[config.mk]
export PLATFORM = sky130hd
export DESIGN_NAME = running_sample_statistics
export DESIGN_NICKNAME = d
export VERILOG_FILES = /design/src/rtl/core/rss_pkg.sv /design/src/rtl/core/running_sample_statistics.sv /design/src/rtl/core/rss_ctrl.sv /design/src/rtl/core/rss_datapath.sv
export SDC_FILE = /design/constraint.sdc
export NUM_CORES = 2
export LEC_CHECK = 0
export ABC_AREA = 1
export BUFFER_PORTS_ARGS = -buffer_cell sky130_fd_sc_hd__buf_2
export CORE_UTILIZATION = 55
export CTS_BUF_LIST = sky130_fd_sc_hd__clkbuf_8 sky130_fd_sc_hd__clkbuf_16
export DETAILED_ROUTE_END_ITERATION = 10
export GPL_ROUTABILITY_DRIVEN = 0
export GPL_TIMING_DRIVEN = 0
export PLACE_DENSITY = 0.74
export SLEW_MARGIN = 20
export SYNTH_ARGS = -nofsm -noshare
export SYNTH_HDL_FRONTEND = slang
export SYNTH_HIERARCHICAL = 1
export SYNTH_SLANG_ARGS = --single-unit
[constraint.sdc]
create_clock -name aclk -period 16.1 [get_ports aclk]
set_input_delay 4.025 -clock aclk [delete_from_list [all_inputs] [get_ports aclk]]
set_output_delay 4.025 -clock aclk [all_outputs]
set_load 0.03 [all_outputs]
[src/rtl/core/rss_pkg.sv]
// ----------------------------------------------------------------------------
// rss_pkg
// Shared types, codes and field widths of the running sample statistics block.
// ----------------------------------------------------------------------------
`default_nettype none

package rss_pkg;

    localparam int KIND_W = 2;
    typedef logic [KIND_W-1:0] kind_t;

    localparam kind_t KIND_CLEAR  = 2'd0;
    localparam kind_t KIND_SAMPLE = 2'd1;
    localparam kind_t KIND_FINAL  = 2'd2;

    localparam int IN_SAMPLE_W = 16;
    localparam int COUNT_OUT_W = 16;
    localparam int VAL_W       = 16;
    localparam int POWER_W     = 31;
    localparam int ROOT_OUT_W  = 16;

    localparam int RESULT_W  = COUNT_OUT_W + 3 * VAL_W + 2 * POWER_W + 2 * ROOT_OUT_W;
    localparam int M_TDATA_W = ((RESULT_W + 7) / 8) * 8;
    localparam int M_TUSER_W = 2;

    localparam logic DIV_SUM     = 1'b0;
    localparam logic DIV_SQUARES = 1'b1;
    localparam logic ROOT_MS     = 1'b0;
    localparam logic ROOT_VAR    = 1'b1;

    typedef struct packed {
        logic                   ready_res;
        logic                   saturated;
        logic [COUNT_OUT_W-1:0] sample_count;
        logic [VAL_W-1:0]       minimum;
        logic [VAL_W-1:0]       maximum;
        logic [VAL_W-1:0]       mean;
        logic [POWER_W-1:0]     mean_square;
        logic [POWER_W-1:0]     variance;
        logic [ROOT_OUT_W-1:0]  rms;
        logic [ROOT_OUT_W-1:0]  std_dev;
    } result_t;

    typedef struct packed {
        logic div_init;
        logic div_sel;
        logic div_step;
        logic mean_load;
        logic ms_load;
        logic msq_load;
        logic var_load;
        logic root_init;
        logic root_sel;
        logic root_step;
        logic rms_load;
        logic sd_load;
        logic out_load;
    } cmd_t;

    typedef struct packed {
        logic count_ge2;
        logic out_free;
    } status_t;

    // width of the sum of squares, held to 64 bits
    function automatic int sq_width(input int s, input int c);
        int full;
        full = 2 * s - 2 + c;
        return (full > 64) ? 64 : full;
    endfunction

endpackage

`default_nettype wire

[src/rtl/core/running_sample_statistics.sv]
// ----------------------------------------------------------------------------
// running_sample_statistics
// Running minimum, maximum, mean, mean square, variance, rms and standard
// deviation of a stream of signed samples.
//
// The slave channel takes one word per item: s_tuser carries the kind (clear
// with seed, add sample, finalize) and s_tdata the sample. Clear and sample
// words are taken at one per cycle while no finalize runs; they update the
// accumulators at once, the square entering the sum of squares next cycle.
// A finalize word with at least two samples held runs a one-bit-per-cycle
// divider twice (DIV_STEPS = min(2*SAMPLE_BITS-2+COUNT_BITS, 64) steps each)
// and a two-bit-per-cycle square root twice (SAMPLE_BITS steps each); the
// result word appears on the master channel once all of these are done, with
// s_tready low meanwhile. With fewer than two samples the controller skips
// the divisions and roots and goes straight to publishing the result.
// The result sits in an output register; clear and sample words are still
// taken while it waits, but a further finalize holds in its last step until
// m_tready frees the register. Reset zeroes all accumulators and flags and
// drops any pending result.
// ----------------------------------------------------------------------------
`default_nettype none

module running_sample_statistics #(
    parameter int SAMPLE_BITS = 16,
    parameter int COUNT_BITS  = 16
) (
    input  wire                                 aclk,
    input  wire                                 aresetn,
    input  wire                                 s_tvalid,
    output logic                                s_tready,
    input  wire [rss_pkg::IN_SAMPLE_W-1:0]      s_tdata,   // sample
    input  wire [rss_pkg::KIND_W-1:0]           s_tuser,   // kind
    output logic                                m_tvalid,
    input  wire                                 m_tready,
    // sample_count, minimum, maximum, mean, mean_square, variance, rms, std_dev
    output logic [rss_pkg::M_TDATA_W-1:0]       m_tdata,
    output logic [rss_pkg::M_TUSER_W-1:0]       m_tuser    // ready_res, saturated
);

    localparam int DIV_STEPS  = rss_pkg::sq_width(SAMPLE_BITS, COUNT_BITS);
    localparam int ROOT_STEPS = SAMPLE_BITS;
    localparam int PAD_W      = rss_pkg::M_TDATA_W - rss_pkg::RESULT_W;

    rss_pkg::cmd_t     cmd;
    rss_pkg::status_t  status;
    rss_pkg::result_t  res;
    logic              in_fire;

    assign in_fire = s_tvalid && s_tready;

    rss_ctrl #(
        .DIV_STEPS  (DIV_STEPS),
        .ROOT_STEPS (ROOT_STEPS)
    ) u_ctrl (
        .aclk     (aclk),
        .aresetn  (aresetn),
        .in_valid (s_tvalid),
        .in_kind  (s_tuser),
        .status   (status),
        .in_ready (s_tready),
        .cmd      (cmd)
    );

    rss_datapath #(
        .SAMPLE_BITS (SAMPLE_BITS),
        .COUNT_BITS  (COUNT_BITS)
    ) u_datapath (
        .aclk      (aclk),
        .aresetn   (aresetn),
        .in_fire   (in_fire),
        .in_kind   (s_tuser),
        .in_sample (s_tdata),
        .cmd       (cmd),
        .status    (status),
        .out_ready (m_tready),
        .out_valid (m_tvalid),
        .result    (res)
    );

    assign m_tdata = {PAD_W'(0), res.std_dev, res.rms, res.variance, res.mean_square,
                      res.mean, res.maximum, res.minimum, res.sample_count};
    assign m_tuser = {res.saturated, res.ready_res};

    a_not_ready_zero: assert property (@(posedge aclk) disable iff (!aresetn)
        m_tvalid && !res.ready_res |->
            res.mean == '0 && res.mean_square == '0 && res.variance == '0 &&
            res.rms == '0 && res.std_dev == '0)
        else $error("derived figures set on a not-ready result");

    a_var_below_ms: assert property (@(posedge aclk) disable iff (!aresetn)
        m_tvalid && res.ready_res && SAMPLE_BITS <= 16 |-> res.variance <= res.mean_square)
        else $error("variance exceeds mean square");

    a_final_busy: assert property (@(posedge aclk) disable iff (!aresetn)
        s_tvalid && s_tready && s_tuser == rss_pkg::KIND_FINAL |=> !s_tready)
        else $error("input taken while a finalize is in progress");

    a_result_after_busy: assert property (@(posedge aclk) disable iff (!aresetn)
        $rose(m_tvalid) |-> !$past(s_tready, 2))
        else $error("result word without a finalize pass");

endmodule

`default_nettype wire

[src/rtl/core/rss_ctrl.sv]
// ----------------------------------------------------------------------------
// rss_ctrl
// Sequencer for the finalize pass: two divisions, the mean product, the
// variance and two square roots, then the hand-off to the output register.
// ----------------------------------------------------------------------------
`default_nettype none

module rss_ctrl #(
    parameter int DIV_STEPS  = 47,
    parameter int ROOT_STEPS = 16
) (
    input  wire                    aclk,
    input  wire                    aresetn,
    input  wire                    in_valid,
    input  rss_pkg::kind_t         in_kind,
    input  rss_pkg::status_t       status,
    output logic                   in_ready,
    output rss_pkg::cmd_t          cmd
);

    localparam int MAX_STEPS = (DIV_STEPS > ROOT_STEPS) ? DIV_STEPS : ROOT_STEPS;
    localparam int STEP_W    = $clog2(MAX_STEPS + 1);

    typedef enum logic [2:0] {
        ST_IDLE,
        ST_SUM_DIV,
        ST_SQ_DIV,
        ST_PRODUCT,
        ST_DIFF,
        ST_ROOT_MS,
        ST_ROOT_VAR,
        ST_PUBLISH
    } state_t;

    state_t             state_reg;
    rss_pkg::cmd_t      cmd_reg;
    logic [STEP_W-1:0]  cnt_reg;

    always_ff @(posedge aclk) begin
        if (!aresetn) begin
            state_reg <= ST_IDLE;
            cmd_reg   <= '0;
            cnt_reg   <= '0;
        end else begin
            cmd_reg <= '0;
            case (state_reg)
                ST_IDLE: begin
                    if (in_valid && in_kind == rss_pkg::KIND_FINAL) begin
                        if (status.count_ge2) begin
                            state_reg        <= ST_SUM_DIV;
                            cmd_reg.div_init <= 1'b1;
                            cmd_reg.div_sel  <= rss_pkg::DIV_SUM;
                            cnt_reg          <= STEP_W'(DIV_STEPS);
                        end else begin
                            state_reg <= ST_PUBLISH;
                        end
                    end
                end
                ST_SUM_DIV: begin
                    if (cnt_reg != '0) begin
                        cmd_reg.div_step <= 1'b1;
                        cnt_reg          <= cnt_reg - 1'b1;
                    end else begin
                        cmd_reg.mean_load <= 1'b1;
                        cmd_reg.div_init  <= 1'b1;
                        cmd_reg.div_sel   <= rss_pkg::DIV_SQUARES;
                        cnt_reg           <= STEP_W'(DIV_STEPS);
                        state_reg         <= ST_SQ_DIV;
                    end
                end
                ST_SQ_DIV: begin
                    if (cnt_reg != '0) begin
                        cmd_reg.div_step <= 1'b1;
                        cnt_reg          <= cnt_reg - 1'b1;
                    end else begin
                        cmd_reg.ms_load <= 1'b1;
                        state_reg       <= ST_PRODUCT;
                    end
                end
                ST_PRODUCT: begin
                    cmd_reg.msq_load <= 1'b1;
                    state_reg        <= ST_DIFF;
                end
                ST_DIFF: begin
                    cmd_reg.var_load  <= 1'b1;
                    cmd_reg.root_init <= 1'b1;
                    cmd_reg.root_sel  <= rss_pkg::ROOT_MS;
                    cnt_reg           <= STEP_W'(ROOT_STEPS);
                    state_reg         <= ST_ROOT_MS;
                end
                ST_ROOT_MS: begin
                    if (cnt_reg != '0) begin
                        cmd_reg.root_step <= 1'b1;
                        cnt_reg           <= cnt_reg - 1'b1;
                    end else begin
                        cmd_reg.rms_load  <= 1'b1;
                        cmd_reg.root_init <= 1'b1;
                        cmd_reg.root_sel  <= rss_pkg::ROOT_VAR;
                        cnt_reg           <= STEP_W'(ROOT_STEPS);
                        state_reg         <= ST_ROOT_VAR;
                    end
                end
                ST_ROOT_VAR: begin
                    if (cnt_reg != '0) begin
                        cmd_reg.root_step <= 1'b1;
                        cnt_reg           <= cnt_reg - 1'b1;
                    end else begin
                        cmd_reg.sd_load <= 1'b1;
                        state_reg       <= ST_PUBLISH;
                    end
                end
                ST_PUBLISH: begin
                    if (status.out_free) begin
                        cmd_reg.out_load <= 1'b1;
                        state_reg        <= ST_IDLE;
                    end
                end
                default: begin
                    state_reg <= ST_IDLE;
                end
            endcase
        end
    end

    assign in_ready = (state_reg == ST_IDLE);
    assign cmd      = cmd_reg;

endmodule

`default_nettype wire

[src/rtl/core/rss_datapath.sv]
// ----------------------------------------------------------------------------
// rss_datapath
// Accumulators, bit-serial divider, digit-serial square root and the output
// register of the running sample statistics block.
// ----------------------------------------------------------------------------
`default_nettype none

module rss_datapath #(
    parameter int SAMPLE_BITS = 16,
    parameter int COUNT_BITS  = 16
) (
    input  wire                                   aclk,
    input  wire                                   aresetn,
    input  wire                                   in_fire,
    input  rss_pkg::kind_t                        in_kind,
    input  wire [rss_pkg::IN_SAMPLE_W-1:0]        in_sample,
    input  rss_pkg::cmd_t                         cmd,
    output rss_pkg::status_t                      status,
    input  wire                                   out_ready,
    output logic                                  out_valid,
    output rss_pkg::result_t                      result
);

    localparam int S           = SAMPLE_BITS;
    localparam int C           = COUNT_BITS;
    localparam int SUM_W       = S + C;
    localparam int SQ_W        = rss_pkg::sq_width(S, C);
    localparam int PROD_W      = 2 * S;
    localparam int MS_W        = 2 * S - 1;
    localparam int RAD_W       = 2 * S;
    localparam int EXT_W       = S + rss_pkg::IN_SAMPLE_W;
    localparam int VAL_W       = rss_pkg::VAL_W;
    localparam int POWER_W     = rss_pkg::POWER_W;
    localparam int COUNT_OUT_W = rss_pkg::COUNT_OUT_W;
    localparam int ROOT_OUT_W  = rss_pkg::ROOT_OUT_W;

    logic signed [SUM_W-1:0] running_sum_reg;
    logic [SQ_W-1:0]         sq_sum_reg;
    logic signed [S-1:0]     smallest_reg;
    logic signed [S-1:0]     largest_reg;
    logic [C-1:0]            count_reg;
    logic                    dropped_reg;
    logic                    sq_pend_reg;
    logic [MS_W-1:0]         square_reg;

    logic [SQ_W-1:0]         dvd_reg;
    logic [C-1:0]            rem_reg;
    logic                    neg_reg;
    logic signed [S-1:0]     mean_reg;
    logic [MS_W-1:0]         ms_reg;
    logic [MS_W-1:0]         msq_reg;
    logic [MS_W-1:0]         var_reg;

    logic [RAD_W-1:0]        rad_reg;
    logic [S-1:0]            root_rem_reg;
    logic [S-1:0]            root_reg;
    logic [S-1:0]            rms_reg;
    logic [S-1:0]            sd_reg;

    logic                    out_valid_reg;
    rss_pkg::result_t        result_reg;

    logic [EXT_W-1:0]        in_ext;
    logic signed [S-1:0]     x_val;
    logic signed [PROD_W-1:0] x_sq;
    logic                    is_clear;
    logic                    is_sample;
    logic                    count_full;
    logic                    take;
    logic [SQ_W:0]           sq_add;
    logic [SQ_W-1:0]         sq_sum_next;
    logic                    count_ge2;

    logic [SUM_W-1:0]        sum_mag;
    logic [C:0]              div_shift;
    logic                    div_ge;
    logic [C:0]              div_diff;
    logic [S-1:0]            q_low;
    logic signed [PROD_W-1:0] msq_prod;

    logic [S+1:0]            trial_rem;
    logic [S+1:0]            trial;
    logic                    root_ge;
    logic [S+1:0]            root_diff;

    assign in_ext     = EXT_W'(in_sample);
    assign x_val      = signed'(in_ext[S-1:0]);
    assign x_sq       = x_val * x_val;
    assign is_clear   = in_fire && (in_kind == rss_pkg::KIND_CLEAR);
    assign is_sample  = in_fire && (in_kind == rss_pkg::KIND_SAMPLE);
    assign count_full = &count_reg;
    assign take       = is_sample && !count_full;
    assign sq_add     = {1'b0, sq_sum_reg} + (SQ_W + 1)'(square_reg);
    assign sq_sum_next = sq_add[SQ_W] ? '1 : sq_add[SQ_W-1:0];
    assign count_ge2  = (count_reg > C'(1));

    assign sum_mag   = running_sum_reg[SUM_W-1] ? SUM_W'(~running_sum_reg + 1'b1)
                                                : SUM_W'(running_sum_reg);
    assign div_shift = {rem_reg, dvd_reg[SQ_W-1]};
    assign div_ge    = (div_shift >= {1'b0, count_reg});
    assign div_diff  = div_shift - {1'b0, count_reg};
    assign q_low     = dvd_reg[S-1:0];
    assign msq_prod  = mean_reg * mean_reg;

    assign trial_rem = {root_rem_reg, rad_reg[RAD_W-1 -: 2]};
    assign trial     = {root_reg, 2'b01};
    assign root_ge   = (trial_rem >= trial);
    assign root_diff = trial_rem - trial;

    // accumulators; a clear overrides a square still in flight
    always_ff @(posedge aclk) begin
        if (!aresetn) begin
            running_sum_reg <= '0;
            sq_sum_reg      <= '0;
            smallest_reg    <= '0;
            largest_reg     <= '0;
            count_reg       <= '0;
            dropped_reg     <= 1'b0;
            sq_pend_reg     <= 1'b0;
        end else begin
            if (is_clear) begin
                running_sum_reg <= '0;
                sq_sum_reg      <= '0;
                count_reg       <= '0;
                dropped_reg     <= 1'b0;
                smallest_reg    <= x_val;
                largest_reg     <= x_val;
            end else begin
                if (sq_pend_reg) begin
                    sq_sum_reg <= sq_sum_next;
                end
                if (take) begin
                    running_sum_reg <= running_sum_reg + SUM_W'(x_val);
                    count_reg       <= count_reg + 1'b1;
                    if (x_val > largest_reg) begin
                        largest_reg <= x_val;
                    end
                    if (x_val < smallest_reg) begin
                        smallest_reg <= x_val;
                    end
                end
                if (is_sample && count_full) begin
                    dropped_reg <= 1'b1;
                end
            end
            sq_pend_reg <= take;
        end
    end

    always_ff @(posedge aclk) begin
        square_reg <= MS_W'(x_sq);
    end

    // divider, root unit and finalize registers
    always_ff @(posedge aclk) begin
        if (cmd.div_init) begin
            dvd_reg <= (cmd.div_sel == rss_pkg::DIV_SUM) ? SQ_W'(sum_mag) : sq_sum_reg;
            rem_reg <= '0;
            neg_reg <= running_sum_reg[SUM_W-1];
        end else if (cmd.div_step) begin
            dvd_reg <= {dvd_reg[SQ_W-2:0], div_ge};
            rem_reg <= div_ge ? div_diff[C-1:0] : div_shift[C-1:0];
        end
        if (cmd.mean_load) begin
            mean_reg <= neg_reg ? (~q_low + 1'b1) : q_low;
        end
        if (cmd.ms_load) begin
            ms_reg <= dvd_reg[MS_W-1:0];
        end
        if (cmd.msq_load) begin
            msq_reg <= msq_prod[MS_W-1:0];
        end
        if (cmd.var_load) begin
            var_reg <= (ms_reg > msq_reg) ? (ms_reg - msq_reg) : '0;
        end
        if (cmd.root_init) begin
            rad_reg      <= RAD_W'((cmd.root_sel == rss_pkg::ROOT_MS) ? ms_reg : var_reg);
            root_rem_reg <= '0;
            root_reg     <= '0;
        end else if (cmd.root_step) begin
            rad_reg      <= {rad_reg[RAD_W-3:0], 2'b00};
            root_rem_reg <= root_ge ? root_diff[S-1:0] : trial_rem[S-1:0];
            root_reg     <= {root_reg[S-2:0], root_ge};
        end
        if (cmd.rms_load) begin
            rms_reg <= root_reg;
        end
        if (cmd.sd_load) begin
            sd_reg <= root_reg;
        end
    end

    always_ff @(posedge aclk) begin
        if (!aresetn) begin
            out_valid_reg <= 1'b0;
        end else if (cmd.out_load) begin
            out_valid_reg <= 1'b1;
        end else if (out_ready) begin
            out_valid_reg <= 1'b0;
        end
    end

    // zero the derived figures when fewer than two samples are held
    always_ff @(posedge aclk) begin
        if (cmd.out_load) begin
            result_reg.ready_res    <= count_ge2;
            result_reg.saturated    <= dropped_reg;
            result_reg.sample_count <= COUNT_OUT_W'(count_reg);
            result_reg.minimum      <= VAL_W'(smallest_reg);
            result_reg.maximum      <= VAL_W'(largest_reg);
            result_reg.mean         <= count_ge2 ? VAL_W'(mean_reg) : '0;
            result_reg.mean_square  <= count_ge2 ? POWER_W'(ms_reg) : '0;
            result_reg.variance     <= count_ge2 ? POWER_W'(var_reg) : '0;
            result_reg.rms          <= count_ge2 ? ROOT_OUT_W'(rms_reg) : '0;
            result_reg.std_dev      <= count_ge2 ? ROOT_OUT_W'(sd_reg) : '0;
        end
    end

    assign status.count_ge2 = count_ge2;
    assign status.out_free  = !out_valid_reg || out_ready;
    assign out_valid        = out_valid_reg;
    assign result           = result_reg;

endmodule

`default_nettype wire

==> flow_summary.yaml <==
clocking:
  hold_buffers: 0
  cts_setup_buffers: 0
  cts_tree: "yes"
  h-tree-depth: 3
  cts_buffers: 69
  cts_buffer_depth: 3
  clk_pin_slew_ns: 0.06
  cts.sinks: 608
  cts_resized: 0
  cts_root_buffer: "clkbuf_16"
  clk_latency_ns: 0.64
drt:
  wire_per_inst_um: 16.93
  wl_met3_mm: 9.768
  drtPass1Iterations: 8
  dr_total_vias: 41460
  drc: 0
  drt_iter0_markers: 3426
  dr.max_layer_used: "met4"
  drtAntennaViolNets: 0
  dr_wl_met2_mm: 61.58
  routed_wl_mm: 130.2
  routed_via_density: 5.394
  wl_met1_mm: 53.19
floorplan:
  dieArea_um2: 93650
  num_rows: 111
  fp.dieH_um: 306.0
  initial_core_util: 0.5546
  die_x_um: 306.0
  ios: 186
  coreArea_um2: 91660
placed_design:
  dpl.hpwl_mm: 105.3
  place_area_um2: 53350
  place_ws_ns: 5.054
  numPortBuffers: 183
grt:
  grt_pass1_vias: 40410
  grt_pass1_wl_mm: 208.6
  grt_max_degree: 58
  antenna_found_initial: 0
  grtUsageTotal: 0.2808
  grt_remaining_overflow: 0
synthesis:
  synth-edff-count: 379
  netlist_area_um2: 50840
  syn-mean-instance-area_um2: 8.216
  synth-main-ff-cell: "edfxtp_1"
  ys_warn_count: 6
  synth_seq_cells: 608
  synth_cell_types: 60
  synthArstFlopShare: 0
  ys_seq_area_frac: 0.3141
  netlist_instances: 6187
timing:
  slew_headroom: 0.3279
  period_needed_ns: 10.51
  post-route-worst-setup-slack_ns: 5.594
  setup_tns_ns: 0
  worstMarginPinSlew_ns: 1.008
  rsz0062_at_grt: "no"
  drv_slew: 0
  hold_viol: 0
  setup_violations: 0
  fin_skew_ns: 0.03843
  final.period_utilization: 0.6526
  clock.fmax_mhz: 95.18
worst_setup_path:
  cp_max_fo: 23
  worstSetupEndpointType: "register"
  arrival_ns: 11.03
  critical_path_class: "in -> reg"
  critPathLaunchType: "primary input"
  worstPathRequired_ns: 16.62
layout:
  synthToLayoutAreaGrowth_pct: 9.422
  drive_above_1_share: 0.06769
  stdcell_area_um2: 55620
  largest_reg_flops: 160
  nets: 7268
  layout_common_cells: "inv_1, nand2_1, nor2_1"
  antenna_cells: 0
  layout_commonest_cell: "inv_1"
worst_hold_path:
  hold_path_class: "reg -> reg"
run:
  maxCapViolations: 0
status:
  outcome: "completed"
-- synthesized netlist by cell type, drive strengths merged (16+ instances only) --
cell type,instances,share of area
o21ai,309,0.031
dfxtp,229,0.090
ha,340,0.084
fa,460,0.18
a21o,26,0.0038
nor3,61,0.0065
nor2,531,0.040
nand2,1240,0.093
nand3,255,0.026
clkbuf,114,0.0084
nor4,16,0.0021
xnor2,75,0.013
inv,1379,0.10
edfxtp,379,0.22
a21oi,360,0.039
a31oi,19,0.0023
or2,24,0.0030
o211ai,30,0.0044
xor2,111,0.019
o21bai,23,0.0034
nand4,56,0.0069
o22ai,17,0.0021
buf,58,0.0058
-- final cells by class --
| type | count | area [µm²] |
|---|---|---|
| flip-flops and latches | 608 | 15970 |
| repair buffers | 187 | 1018 |
| inverters | 1384 | 5197 |
| clock inverters | 50 | 431.7 |
| fillers | 7887 | 36040 |
| multi-input cells | 4024 | 28950 |
| plain buffers | 172 | 723.2 |
| clock buffers | 75 | 1843 |
| well taps | 1186 | 1484 |
-- layer usage --
metal,vias up,GRT usage
met4,0,0.1250
met3,307,0.03297
met1,19490,0.3691
met2,1761,0.4674
met5,-,0
li1,19900,-
-- cell families (layout without fill, tap and decap cells) --
kind of cell,Yosys count,count (layout),synth area share
AND/OR/NAND/NOR,2209,2209,0.1803
buffers and inverters,1556,1868,0.1164
adder cells (fa/ha/maj),800,800,0.2648
XOR/XNOR,186,186,0.03205
flip-flops,608,608,0.3141
other,1,2,0.00007377
AO/OA/AOI/OAI,827,827,0.09223
-- worst max-delay path, cell delays in order --
cell	delay, ns
buf_2	0.58
clkbuf_1	0.69
clkbuf_1	0.48
nand2_1	0.09
inv_1	0.17
fa_1	0.41
inv_1	0.11
fa_1	0.72
inv_1	0.22
fa_1	0.56
inv_1	0.06
fa_1	0.46
fa_1	0.53
fa_1	0.54
inv_1	0.04
ha_1	0.32
inv_1	0.07
nor3_1	0.31
nand2_1	0.08
inv_1	0.07
o21ai_0	0.08
nand3_1	0.18
inv_1	0.06
nand3_1	0.06
nand2_1	0.06
-- through the flow --
step	util	std cells	hold slack, ns
floorplan	-	6188	0.4082
global placement	0.5808	7557	0.4138
detailed placement	0.5820	7561	0.4148
CTS	0.6068	7686	0.4229
global route	0.6068	7686	0.4263
finish	0.6068	7686	0.4238
-- final timing paths --
path	startpoint	endpoint	slack (ns)	cells after the start
min reg2reg	u_datapath/largest_reg[2]	u_datapath/result[112]	0.42	0
max	s_tdata[15]	u_datapath/square_reg[30]	5.59	25
min	u_datapath/largest_reg[2]	u_datapath/result[112]	0.42	0
max reg2reg	u_datapath/mean_reg[5]	u_datapath/msq_reg[27]	9.13	18
Power is left out: the tool's default activity adds up to more than one toggle a clock period on the data nets, which glitch-free logic cannot reach.
